==> config.mk <==
export PLATFORM = sky130hd
export DESIGN_NAME = gvw_div
export DESIGN_NICKNAME = d
export VERILOG_FILES = /design/src/rtl/gvw_pkg.sv /design/src/rtl/gvw_div.sv
export SDC_FILE = /design/constraint.sdc
export NUM_CORES = 1
export LEC_CHECK = 0
export BUFFER_PORTS_ARGS = -buffer_cell sky130_fd_sc_hd__buf_2
export CORE_UTILIZATION = 45
export CTS_CLUSTER_DIAMETER = 80
export DETAILED_ROUTE_END_ITERATION = 7
export GPL_ROUTABILITY_DRIVEN = 1
export PLACE_DENSITY_LB_ADDON = 0.15
export SETUP_SLACK_MARGIN = 0.02
export SLEW_MARGIN = 30
export SYNTH_ARGS = -nofsm -noshare
export SYNTH_HDL_FRONTEND = slang
export SYNTH_SLANG_ARGS = --single-unit
==> constraint.sdc <==
create_clock -name clock -period 16.3 [get_ports clock]
set_input_delay 3.26 -clock clock [delete_from_list [all_inputs] [get_ports clock]]
set_output_delay 3.26 -clock clock [all_outputs]
set_load 0.03 [all_outputs]
==> src/rtl/gvw_pkg.sv <==
// Shared types, constants and helpers of the grid ray voxel walker.
package gvw_pkg;

   localparam int MAX_CELLS_DEF = 512;
   localparam int FRAC_BITS_DEF = 16;

   localparam int T_W   = 32;
   localparam int MUL_W = 33;
   localparam int DEN_W = 33;
   localparam int DIV_W = 62;
   localparam int CNT_FIELD_W = 10;
   localparam int IDX_W = 27;
   localparam int OUT_CELL_W = 9;

   localparam logic signed [T_W-1:0] T_NEVER = 32'sh7fff_ffff;
   localparam logic signed [T_W-1:0] T_FLOOR = 32'sh8000_0000;

   localparam logic OP_START   = 1'b0;
   localparam logic OP_ADVANCE = 1'b1;

   localparam logic [1:0] STAT_VALID = 2'd0;
   localparam logic [1:0] STAT_MISS  = 2'd1;
   localparam logic [1:0] STAT_DONE  = 2'd2;

   localparam logic [1:0] STEP_NONE = 2'b00;
   localparam logic [1:0] STEP_POS  = 2'b01;
   localparam logic [1:0] STEP_NEG  = 2'b11;
   localparam logic [1:0] STEP_BAD  = 2'b10;

   localparam logic [2:0] CSR_GMIN_X = 3'd0;
   localparam logic [2:0] CSR_GMIN_Y = 3'd1;
   localparam logic [2:0] CSR_GMIN_Z = 3'd2;
   localparam logic [2:0] CSR_SIZE_X = 3'd3;
   localparam logic [2:0] CSR_SIZE_Y = 3'd4;
   localparam logic [2:0] CSR_SIZE_Z = 3'd5;
   localparam logic [2:0] CSR_COUNTS = 3'd6;

   localparam logic signed [31:0] GMIN_RESET = 32'sd0;
   localparam logic [30:0] SIZE_RESET   = 31'd65536;
   localparam logic [29:0] COUNTS_RESET = 30'd1049601;

   typedef struct packed {
      logic go;
      logic frac;
   } div_req_type;

   // clip a 33-bit sum to the signed 32-bit range
   function automatic logic signed [T_W-1:0] sat33(input logic signed [T_W:0] v);
      logic signed [T_W-1:0] r;
      if (v[T_W] != v[T_W-1]) begin
         r = v[T_W] ? T_FLOOR : T_NEVER;
      end else begin
         r = v[T_W-1:0];
      end
      return r;
   endfunction

endpackage

==> src/rtl/gvw_div.sv <==
// Iterative restoring divider: floor(num * 2^FRAC_BITS / den), or floor(num / den) without frac, saturated to 32 bits.
module gvw_div #(
   parameter int FRAC_BITS = gvw_pkg::FRAC_BITS_DEF
) (
   input  logic                               clock,
   input  logic                               reset,
   input  gvw_pkg::div_req_type               div_req,
   input  logic signed [66-FRAC_BITS-1:0]     num,
   input  logic signed [gvw_pkg::DEN_W-1:0]   den,
   output logic                               done,
   output logic signed [gvw_pkg::T_W-1:0]     quo
);
   import gvw_pkg::*;

   localparam int POS_W = 66 - FRAC_BITS;
   localparam int ITER_W = $clog2(DIV_W);

   logic              busy_ff, fin_ff, done_ff, neg_ff, sat_ff;
   logic [ITER_W-1:0] iter_ff;
   logic [DIV_W-1:0]  dvd_ff;
   logic [31:0]       rem_ff, ud_ff;
   logic signed [T_W-1:0] quo_ff;

   logic [POS_W-1:0] un_c;
   logic [31:0]      ud_c;
   logic [32:0]      trial;
   logic             ge;
   logic [DIV_W:0]   qn;
   logic signed [T_W-1:0] res_c;

   assign un_c  = num[POS_W-1] ? POS_W'(-num) : POS_W'(num);
   assign ud_c  = den[DEN_W-1] ? 32'(-den) : 32'(den);
   assign trial = {rem_ff, dvd_ff[DIV_W-1]};
   assign ge    = trial >= {1'b0, ud_ff};
   assign qn    = {1'b0, dvd_ff} + (DIV_W+1)'(rem_ff != 32'd0);

   always_comb begin
      if (sat_ff) begin
         res_c = neg_ff ? T_FLOOR : T_NEVER;
      end else if (!neg_ff) begin
         res_c = (dvd_ff > DIV_W'(T_NEVER)) ? T_NEVER : T_W'(dvd_ff);
      end else begin
         res_c = (qn > (DIV_W+1)'(64'h8000_0000)) ? T_FLOOR : -T_W'(qn);
      end
   end

   always_ff @(posedge clock) begin
      if (reset) begin
         busy_ff <= 1'b0;
         fin_ff  <= 1'b0;
         done_ff <= 1'b0;
      end else begin
         done_ff <= 1'b0;
         if (div_req.go) begin
            busy_ff <= 1'b1;
            iter_ff <= '0;
            ud_ff   <= ud_c;
            rem_ff  <= '0;
            neg_ff  <= num[POS_W-1] != den[DEN_W-1];
            sat_ff  <= (ud_c == 32'd0) ||
                       (div_req.frac && ((un_c >> (62 - FRAC_BITS)) != '0));
            dvd_ff  <= div_req.frac ? (DIV_W'(un_c) << FRAC_BITS) : DIV_W'(un_c);
         end else if (busy_ff) begin
            dvd_ff  <= {dvd_ff[DIV_W-2:0], ge};
            rem_ff  <= ge ? 32'(trial - {1'b0, ud_ff}) : trial[31:0];
            iter_ff <= iter_ff + 1'b1;
            if (iter_ff == ITER_W'(DIV_W - 1)) begin
               busy_ff <= 1'b0;
               fin_ff  <= 1'b1;
            end
         end else if (fin_ff) begin
            fin_ff  <= 1'b0;
            done_ff <= 1'b1;
            quo_ff  <= res_c;
         end
      end
   end

   assign done = done_ff;
   assign quo  = quo_ff;

endmodule

==> impl_metrics.csv, run 1 <==
group,metric,value,unit
clock_network,clkTransAtPathRegs,0.07,ns
drt,drt-pass1-iter-count,5,
worst_hold_path,holdPathStages,1,
clock_network,post_cts_buffers,0,
critical_path,worstSetupStartpointType,"input pin",
critical_path,r2r_cells,16,
status,status,"finished, final reports clean",
critical_path,critical_path_required,16.50,ns
critical_path,max_stage_delay,0.60,ns
power_and_ir_drop,power.density,87.9,nW/µm²
critical_path,crit_arrival,7.18,ns
power_and_ir_drop,internal_power,876,µW
power_and_ir_drop,p_sw_share,32.5,%
drt,via_per_inst,6.15,
final_layout,area_growth,10.8,%
timing,drv_slew,0,
synthesis,yosys.area.top_type,"edfxtp_1",
synthesis,postSynthAreaPerCell,8.96,µm²
timing,worst_slew_margin_rel,35.5,%
clock_network,clock-sinks,169,
critical_path,cp_num_buf_inv,1,
grt,antenna_found_initial,1,
run,maxCapViolations,0,
power_and_ir_drop,power,1300,µW
critical_path,crit_path_top_delay_cell,"or4_4",
synthesis,synthArstFlopShare,0,%
clock_network,worstSkewPairLatency,0.44,ns
timing,max_freq,143,MHz
floorplanning,fp.dieArea,30300,µm²
synthesis,synth_common_cells,"edfxtp_1, nand2_1, nor2_1, inv_1, o21ai_0",
clock_network,ctsHoldBuffers,0,
timing,period_needed,6.98,ns
placement,pre_cts_ws,8.88,ns
power_and_ir_drop,clock_power_share,32.3,%
critical_path,path_cells,"buf_2, or4_1, or3_1, or4_4, or4_4, or4b_4, nand2b_4, o21ai_2, xnor2_1, or4_1, a22o_1",
drt,drc_errors,0,
floorplanning,die_width,174,µm
power_and_ir_drop,comb_power_share,24.6,%
synthesis,ys.warnings.count,0,
placement,place_inst,1908,
synthesis,syn_inst,1485,
synthesis,netlist_area,13300,µm²
critical_path,critical_path_cell_count,11,
floorplanning,chipHeight,174,µm
placement,numPortBuffers,119,
floorplanning,num_io_pins,120,
drt,drtIter0Drc,1332,
final_layout,fin_cells,1940,
synthesis,synth_edf_count,166,
synthesis,synth_fp_nets,1612,
grt,grt_overflow_total,0,
synthesis,ys_seq_area_share,37.9,%
timing,setup_viol,0,
timing,grt_setup_unrepaired,"no",
timing,fin_tns_setup,0,ns
drt,ant_nets,0,
placement,post-dp-hpwl,30500,µm
power_and_ir_drop,ir_drop,0.0711,mV
timing,hold_viol,0,
grt,grt_pass1_vias,10900,
critical_path,crit_path_end_kind,"flip-flop",
worst_hold_path,hp-class,"reg -> reg",
floorplanning,initial_utilization,46.0,%
final_layout,final_nets,1670,
grt,grt_max_degree,79,
power_and_ir_drop,leakagePower,0.00544,µW
critical_path,worstPathMaxFanout,5,
floorplanning,num_rows,62,
floorplanning,core,28900,µm²
synthesis,synth_flop_cell,"edfxtp_1",
synthesis,synth.most_common_cell,"edfxtp_1",
clock_network,numCtsBuffers,17,
grt,grt_pass1_wl,63000,µm
drt,wl_per_cell,20.7,µm
synthesis,ys_top_cells_by_area,"edfxtp_1, xnor2_1, nand2_1",
drt,dr_total_vias,11900,
synthesis,ys_ff_latch,169,
final_layout,drive_above_1_share,13.4,%
drt,routed_wl,40100,µm
timing,fin_crit_sh,42.8,%
clock_network,cts_tree,"yes",
critical_path,cp_top_family,"simple AND/OR/NAND/NOR gates",
critical_path,crit_type,"in -> reg",
placement,gp_congestion,0.943,
timing,worstMarginPinSlew,0.959,ns
synthesis,synth_cell_types,78,
timing,skew,0.0101,ns
power_and_ir_drop,pwr-share-seq,43.1,%
power_and_ir_drop,switchingPower,421,µW
clock_network,htreeDepth,4,
clock_network,cts_resized,0,
grt,grtUsageTotal,26.7,%
clock_network,cts_buffer_depth,2,
clock_network,cts-root-buf,"clkbuf_16",
timing,layout_setup_ws,9.32,ns
synthesis,synth_top_area_share,37.4,%
==> worst register-to-register path: cells and delay by family, from the launching register on <==
kind            cells  cell delay [ns]
xor+xnor            1             0.25
fa+ha+maj           2             0.55
buf+inv             1             0.30
simple gates        9             3.27
compound gates      3             0.82
flops               1             0.45
==> final cells by class <==
class	count	area (µm²)
inverters	92	345
repair buffers	128	689
clock buffers	17	425
fillers	2732	14200
clock inverters	14	156
well taps	384	480
flip-flops and latches	169	5040
diodes	1	2.50
multi-input cells	1135	7610
==> layer usage <==
layer / wire length, µm / GRT usage (%)
met1: 19200 / 39.8
met2: 17500 / 40.1
met3: 2810 / 3.70
met4: 671 / 7.13
met5: 0 / 0
==> logic make-up after synthesis <==
logic type | count (synthesis) | synth area share [%]
xor+xnor | 130 | 8.55
compound gates | 377 | 19.1
simple gates | 532 | 20.9
fa+ha+maj | 40 | 3.82
flops | 169 | 37.9
buf+inv | 181 | 5.36
mux | 56 | 4.35
==> layout by cell type (no fill, tap or decap), types with 15 or more instances in the layout <==
master       n
edfxtp_1   166
or4_1       23
a21o_1      18
xnor2_1     85
nor3_1      28
mux2i_1     41
o31ai_1     29
nand2b_1    17
a211oi_1    15
nor4_1      46
o22ai_1     31
nand3_1     37
o21ai_0     90
xor2_1      45
nand2_1    131
ha_1        39
mux2_2      15
o211ai_1    25
o41ai_1     17
inv_1       91
buf_2      118
nand4_1     42
clkbuf_16   17
nor2_1     110
a21oi_1     58
a211o_1     19
or3_1       17
==> registers in the layout (all words and copies together), names as in the netlist <==
| name | cells |
|---|---|
| iter_ff | 6 |
| ud_ff | 32 |
| rem_ff | 32 |
| fin_ff | 1 |
| dvd_ff | 62 |
| done | 1 |
| quo | 32 |
| neg_ff | 1 |
| sat_ff | 1 |
| busy_ff | 1 |
==> path summary, 6_finish.rpt <==
check / slack [ns] / end / from
max: 9.32 / sat_ff / num[16]
min: 0.49 / fin_ff / fin_ff
max reg2reg: 10.51 / quo[23] / rem_ff[0]
min reg2reg: 0.49 / fin_ff / fin_ff
==> power groups by stage <==
stage | clock network [µW] | logic [µW] | registers (µW)
after floorplan | 0 | 240 | 546
after global placement | 0 | 309 | 567
after detailed placement | 0 | 314 | 567
after CTS | 425 | 315 | 558
after global routing | 440 | 351 | 563
final | 419 | 319 | 559
==> per-stage QoR <==
stage	utilization [%]	hold WS, ns	cell area (µm²)
floorplan	-	0.420	13300
global placement	48.7	0.463	14100
detailed placement	48.9	0.478	14100
CTS	50.9	0.492	14700
global route	51.0	0.513	14800
finish	51.0	0.488	14800
Note: power is estimated with default switching activity, not from simulation.
==> run 2: changes to the inputs <==
==> constraint.sdc (replaced) <==
create_clock -name clock -period 6.9 [get_ports clock]
set_input_delay 1.38 -clock clock [delete_from_list [all_inputs] [get_ports clock]]
set_output_delay 1.38 -clock clock [all_outputs]
set_load 0.03 [all_outputs]
==> impl_metrics.csv, run 2 (same netlist as run 1, synthesis figures left out) <==
group,metric,value,unit
grt,grtUsageTotal,26.1,%
drt,ant_nets,0,
clock_network,htreeDepth,4,
timing,fin_crit_sh,77.3,%
critical_path,critical_path.most_common_cell,"nand4_1",
power_and_ir_drop,clock_power_share,33.7,%
placement,gp_congestion,0.933,
clock_network,cts_resized,0,
grt,grt_pass1_wl,61900,µm
final_layout,final_nets,1673,
final_layout,postLayoutCellArea,14800,µm²
timing,drv_slew,0,
drt,wl_per_cell,20.2,µm
placement,place_area,14200,µm²
timing,skew,0.00901,ns
floorplanning,num_rows,62,
clock_network,ctsHoldBuffers,0,
floorplanning,core,28900,µm²
floorplanning,num_io_pins,120,
grt,grt_overflow_total,0,
critical_path,crit_path_end_kind,"flip-flop",
timing,holdWs,0.488,ns
power_and_ir_drop,ir_drop,0.173,mV
final_layout,antenna_cells,0,
final_layout,area_growth,11.3,%
critical_path,max_stage_delay,0.51,ns
run,maxCapViolations,0,
power_and_ir_drop,switchingPower,982,µW
final_layout,drive_above_1_share,13.6,%
grt,grt_max_degree,77,
clock_network,cts_tree,"yes",
worst_hold_path,hp-class,"reg -> reg",
critical_path,crit_arrival,5.60,ns
timing,worstMarginPinSlew,0.973,ns
clock_network,cts_buffer_depth,2,
placement,place_inst,1911,
power_and_ir_drop,internal_power,2140,µW
power_and_ir_drop,leakagePower,0.00547,µW
timing,period_needed,5.33,ns
critical_path,crit_path_top_delay_cell,"or3b_2",
clock_network,post_cts_buffers,0,
clock_network,cts-root-buf,"clkbuf_16",
final_layout,final_cell_mix,"edfxtp_1, nand2_1, buf_2",
final_layout,top_register,"dvd_ff",
power_and_ir_drop,pwr-share-seq,42.1,%
timing,grt_setup_unrepaired,"no",
drt,drc_errors,0,
status,status,"finished, final reports clean",
timing,worst_slew_margin_rel,35.1,%
timing,fin_tns_setup,0,ns
critical_path,worstSetupStartpointType,"flip-flop",
placement,numPortBuffers,119,
drt,routed_wl,39300,µm
critical_path,crit_type,"reg -> reg",
critical_path,critical_path_required,7.17,ns
floorplanning,die_width,174,µm
floorplanning,chipHeight,174,µm
grt,antenna_found_initial,0,
power_and_ir_drop,power.density,211,nW/µm²
grt,grt_pass1_vias,11000,
critical_path,worstPathMaxFanout,52,
final_layout,fin_util,51.2,%
final_layout,fin_cells,1943,
clock_network,clock-sinks,169,
timing,max_freq,188,MHz
timing,hold_viol,0,
drt,via_per_inst,6.15,
clock_network,worstSkewPairLatency,0.43,ns
placement,post-dp-hpwl,30100,µm
final_layout,final_common_cell,"edfxtp_1",
critical_path,path_cells,"nor4_1, nand4_1, or2_2, ha_1, ha_1, and4_1, nand4_1, and3_1, a32oi_1, nor4_1, buf_4, or3b_2, o31ai_1, nand4_1, buf_4, or3_1, o211ai_1",
drt,drtIter0Drc,1300,
power_and_ir_drop,p_sw_share,31.4,%
floorplanning,fp.dieArea,30300,µm²
clock_network,clkTransAtPathRegs,0.07,ns
floorplanning,initial_utilization,46.0,%
clock_network,numCtsBuffers,17,
drt,drt-pass1-iter-count,5,
final_layout,largest_reg_flops,62,
power_and_ir_drop,comb_power_share,24.2,%
timing,setup_viol,0,
drt,dr_total_vias,11900,
[run 2: cell types whose count changed in the layout (fill, tap and decap cells not counted)]
cell,before,now
buf_12,0,1
buf_16,1,0
buf_4,8,12
buf_6,1,0
bufinv_16,2,4
clkbuf_1,0,1
clkinv_1,3,1
clkinvlp_4,1,3
diode_2,1,0
inv_6,7,5
nor4_1,46,47
nor4_2,5,4
[run 2: power groups by stage]
stage          logic (µW)  registers, µW  clock network [µW]
6_report              755           1320                1050
5_1_grt               834           1330                1100
4_1_cts               747           1310                1070
3_5_place_dp          741           1340                   0
3_3_place_gp          730           1340                   0
2_1_floorplan         566           1290                   0
[run 2: final cells by class]
cell class | count | area, µm²
fillers | 2775 | 14100
flip-flops and latches | 169 | 5040
clock buffers | 18 | 429
well taps | 384 | 480
clock inverters | 14 | 206
inverters | 92 | 345
repair buffers | 131 | 701
multi-input cells | 1135 | 7600
[run 2: routing by layer]
metal,global-route usage (%),share of wire (%)
met1,38.5,47
met2,38.8,43
met3,4.57,7.8
met4,7.71,2.0
met5,0,0
[run 2: path summary, 6_finish.rpt]
| kind | from | slack (ns) | end | depth (start not counted) |
|---|---|---|---|---|
| worst max-delay path | rem_ff[23] | 1.57 | quo[2] | 17 |
| worst min-delay path | fin_ff | 0.49 | fin_ff | 1 |
| worst min register to register | fin_ff | 0.49 | fin_ff | 1 |
| worst max register to register | rem_ff[23] | 1.57 | quo[2] | 17 |
[run 2: per-stage QoR]
stage / total power (µW) / setup WS, ns
floorplan: 1860 / 0.226
global placement: 2070 / 1.40
detailed placement: 2080 / 1.35
CTS: 3130 / 1.59
global route: 3270 / 1.27
finish: 3120 / 1.57
[run 2: critical path: cells and delay by family, from the launching register on]
kind	cells	cell delay, ns
buf+inv	2	0.50
fa+ha+maj	2	0.53
flops	1	0.42
compound gates	3	0.59
simple gates	10	3.10
==> run 3: changes to the inputs <==
--- a/config.mk
+++ b/config.mk
@@ -5,6 +5,7 @@
 export SDC_FILE = /design/constraint.sdc
 export NUM_CORES = 1
 export LEC_CHECK = 0
+export ABC_AREA = 1
 export BUFFER_PORTS_ARGS = -buffer_cell sky130_fd_sc_hd__buf_2
 export CORE_UTILIZATION = 45
 export CTS_CLUSTER_DIAMETER = 80
==> constraint.sdc (replaced) <==
create_clock -name clock -period 4.4 [get_ports clock]
set_input_delay 0.88 -clock clock [delete_from_list [all_inputs] [get_ports clock]]
set_output_delay 0.88 -clock clock [all_outputs]
set_load 0.03 [all_outputs]
==> impl_metrics.csv, run 3 <==
group,metric,value,unit
grt,antenna_found_initial,1,
drt,drc_errors,0,
floorplanning,core,34500,µm²
run,maxCapViolations,0,
grt,grt.met1_usage,40.5,%
critical_path,critical_path_required,4.73,ns
final_layout,area.sequential,5040,µm²
synthesis,synthArstFlopShare,0,%
synthesis,syn_inst,2409,
final_layout,largest_reg_flops,62,
critical_path,crit_path_end_kind,"flip-flop",
drt,drt-pass1-iter-count,5,
floorplanning,num_rows,68,
critical_path,cp_top_family,"simple AND/OR/NAND/NOR gates",
critical_path,cp_num_buf_inv,2,
final_layout,drive_above_1_share,9.44,%
synthesis,synth_fp_nets,2536,
power_and_ir_drop,leakagePower,0.00755,µW
synthesis,ys_seq_area_share,32.1,%
drt,ant_nets,0,
timing,fin_crit_sh,92.4,%
critical_path,crit_path_top_delay_cell,"nor4_1",
placement,place_area,16900,µm²
timing,period_needed,4.07,ns
floorplanning,die_width,189,µm
clock_network,clock-sinks,169,
power_and_ir_drop,ir_drop,0.285,mV
synthesis,synth_flop_cell,"edfxtp_1",
timing,worstMarginPinSlew,0.832,ns
status,status,"finished, final reports clean",
critical_path,critical_path_cell_count,20,
clock_network,worstSkewPairLatency,0.46,ns
grt,grt_pass1_wl,91700,µm
placement,post-dp-hpwl,49000,µm
critical_path,crit_type,"reg -> reg",
clock_network,htreeDepth,4,
floorplanning,fp.dieArea,35700,µm²
timing,worst_slew_margin_rel,44.2,%
synthesis,synth.most_common_cell,"nand2_1",
final_layout,area_growth,11.3,%
grt,grt_pass1_vias,16300,
critical_path,worstPathMaxFanout,29,
critical_path,worstSetupStartpointType,"flip-flop",
drt,via_per_inst,5.62,
placement,numPortBuffers,119,
critical_path,critical_path.most_common_cell,"nand2_1",
synthesis,synth_edf_count,166,
grt,grtUsageMet2,60.2,%
clock_network,numCtsBuffers,17,
timing,holdWs,0.455,ns
critical_path,crit_arrival,4.39,ns
grt,busiest_layer,"met2",
critical_path,max_stage_delay,0.50,ns
timing,max_freq,246,MHz
drt,wl_per_cell,20.1,µm
final_layout,final_nets,2645,
synthesis,synth_common_cells,"nand2_1, nor2_1, inv_1, nand3_1, edfxtp_1",
synthesis,postSynthAreaPerCell,6.53,µm²
final_layout,multiInputGateArea,9340,µm²
worst_hold_path,hp-class,"reg -> reg",
final_layout,antenna_cells,0,
final_layout,final_common_cell,"nand2_1",
grt,grtUsageTotal,33.7,%
final_layout,n_fill_cell,3691,
synthesis,synth_top_area_share,31.7,%
final_layout,top_register,"dvd_ff",
final_layout,final_cell_mix,"nand2_1, nor2_1, inv_1",
timing,drv_slew,0,
critical_path,path_cells,"nor4_1, nand4_1, or2_2, ha_1, ha_1, inv_1, nor2_2, nand2_1, nor2_2, xor2_1, nor2_1, nand2_2, nor2_2, nand2_1, nor2_1, nand3_1, nand2_1, buf_12, nand3_1, nand2_1",
grt,grt_max_degree,69,
floorplanning,chipHeight,189,µm
placement,gp_congestion,1.04,
grt,use_met3,4.28,%
synthesis,ys_ff_latch,169,
clock_network,cts_buffer_depth,2,
timing,grt_setup_unrepaired,"no",
timing,setup_viol,0,
synthesis,ys_top_cells_by_area,"edfxtp_1, nand2_1, nor2_1",
timing,skew,0.0137,ns
power_and_ir_drop,power.density,285,nW/µm²
timing,fin_tns_setup,0,ns
clock_network,clkTransAtPathRegs,0.08,ns
final_layout,postLayoutCellArea,17500,µm²
drt,drtIter0Drc,1617,
synthesis,yosys.area.top_type,"edfxtp_1",
floorplanning,initial_utilization,45.6,%
clock_network,cts-root-buf,"clkbuf_16",
grt,grt_overflow_total,0,
clock_network,cts_tree,"yes",
synthesis,ys.warnings.count,0,
critical_path,r2r_cells,20,
timing,hold_viol,0,
synthesis,synth_cell_types,48,
synthesis,netlist_area,15700,µm²
worst_hold_path,holdPathStages,2,
drt,dr_total_vias,16800,
drt,routed_wl,59900,µm
floorplanning,num_io_pins,120,
run 3: changes by cell type after synthesis, moves of 41 or more:
cell,previous run,this run
nor2_1,112,384
mux2i_1,41,0
xor2_1,45,87
xnor2_1,85,23
inv_1,91,295
nand2_1,131,692
nand3_1,37,180
run 3: tightest hold or removal path: stages, from the launching register on:
cell	delay (ns)
dfxtp_1	0.31
inv_1	0.05
a211oi_1	0.05
run 3: layer usage:
| metal | up-vias | part of all wire [%] |
|---|---|---|
| met2 | 620 | 50 |
| met1 | 7878 | 41 |
| met5 | - | 0 |
| li1 | 8171 | - |
| met4 | 0 | 4.2 |
| met3 | 127 | 5.5 |
run 3: path summary, 6_finish.rpt:
path / start / to / slack, ns
hold reg to reg: busy_ff / fin_ff / 0.45
setup / recovery: rem_ff[31] / quo[10] / 0.33
hold / removal: busy_ff / fin_ff / 0.45
setup reg to reg: rem_ff[31] / quo[10] / 0.33
run 3: repair_timing:
| item | CTS | global route |
|---|---|---|
| resized for setup | 0 | 2 |
| hold buffers | 0 | 0 |
| endpoints found under the setup margin | 0 | 6 |
| setup buffers | 0 | 0 |
run 3: power breakdown:
part           switching [µW]  leakage [µW]  internal [µW]  total, µW
combinational             959       0.00567            438       1400
clock                     753      0.000276            805       1560
sequential                121       0.00160           1920       2040
total                    1830       0.00755           3160       5000
run 3: metrics by stage:
stage	total power (µW)	setup WS (ns)	cells	utilization (%)
global route	5220	0.0640	2986	50.8
finish	5000	0.334	2986	50.8
detailed placement	3440	0.426	2953	49.0
floorplan	2960	0.106	2409	-
global placement	3430	0.521	2953	49.0
CTS	4990	0.402	2985	50.7
run 3: layout make-up:
class,instances,share of cell area (%)
timing repair buffer,141,4.60
sequential,169,28.8
tap,455,3.25
clock buffer,18,2.45
inverter,309,6.62
clock inverter,14,0.929
multi-input combinational,1880,53.3
run 3: cell families after synthesis:
group	Yosys count	synth area share, %
AO/OA/AOI/OAI	277	10.2
adder cells (fa/ha/maj)	40	3.23
AND/OR/NAND/NOR	1452	39.5
XOR/XNOR	111	6.23
flip-flops	169	32.1
buffers and inverters	360	8.74
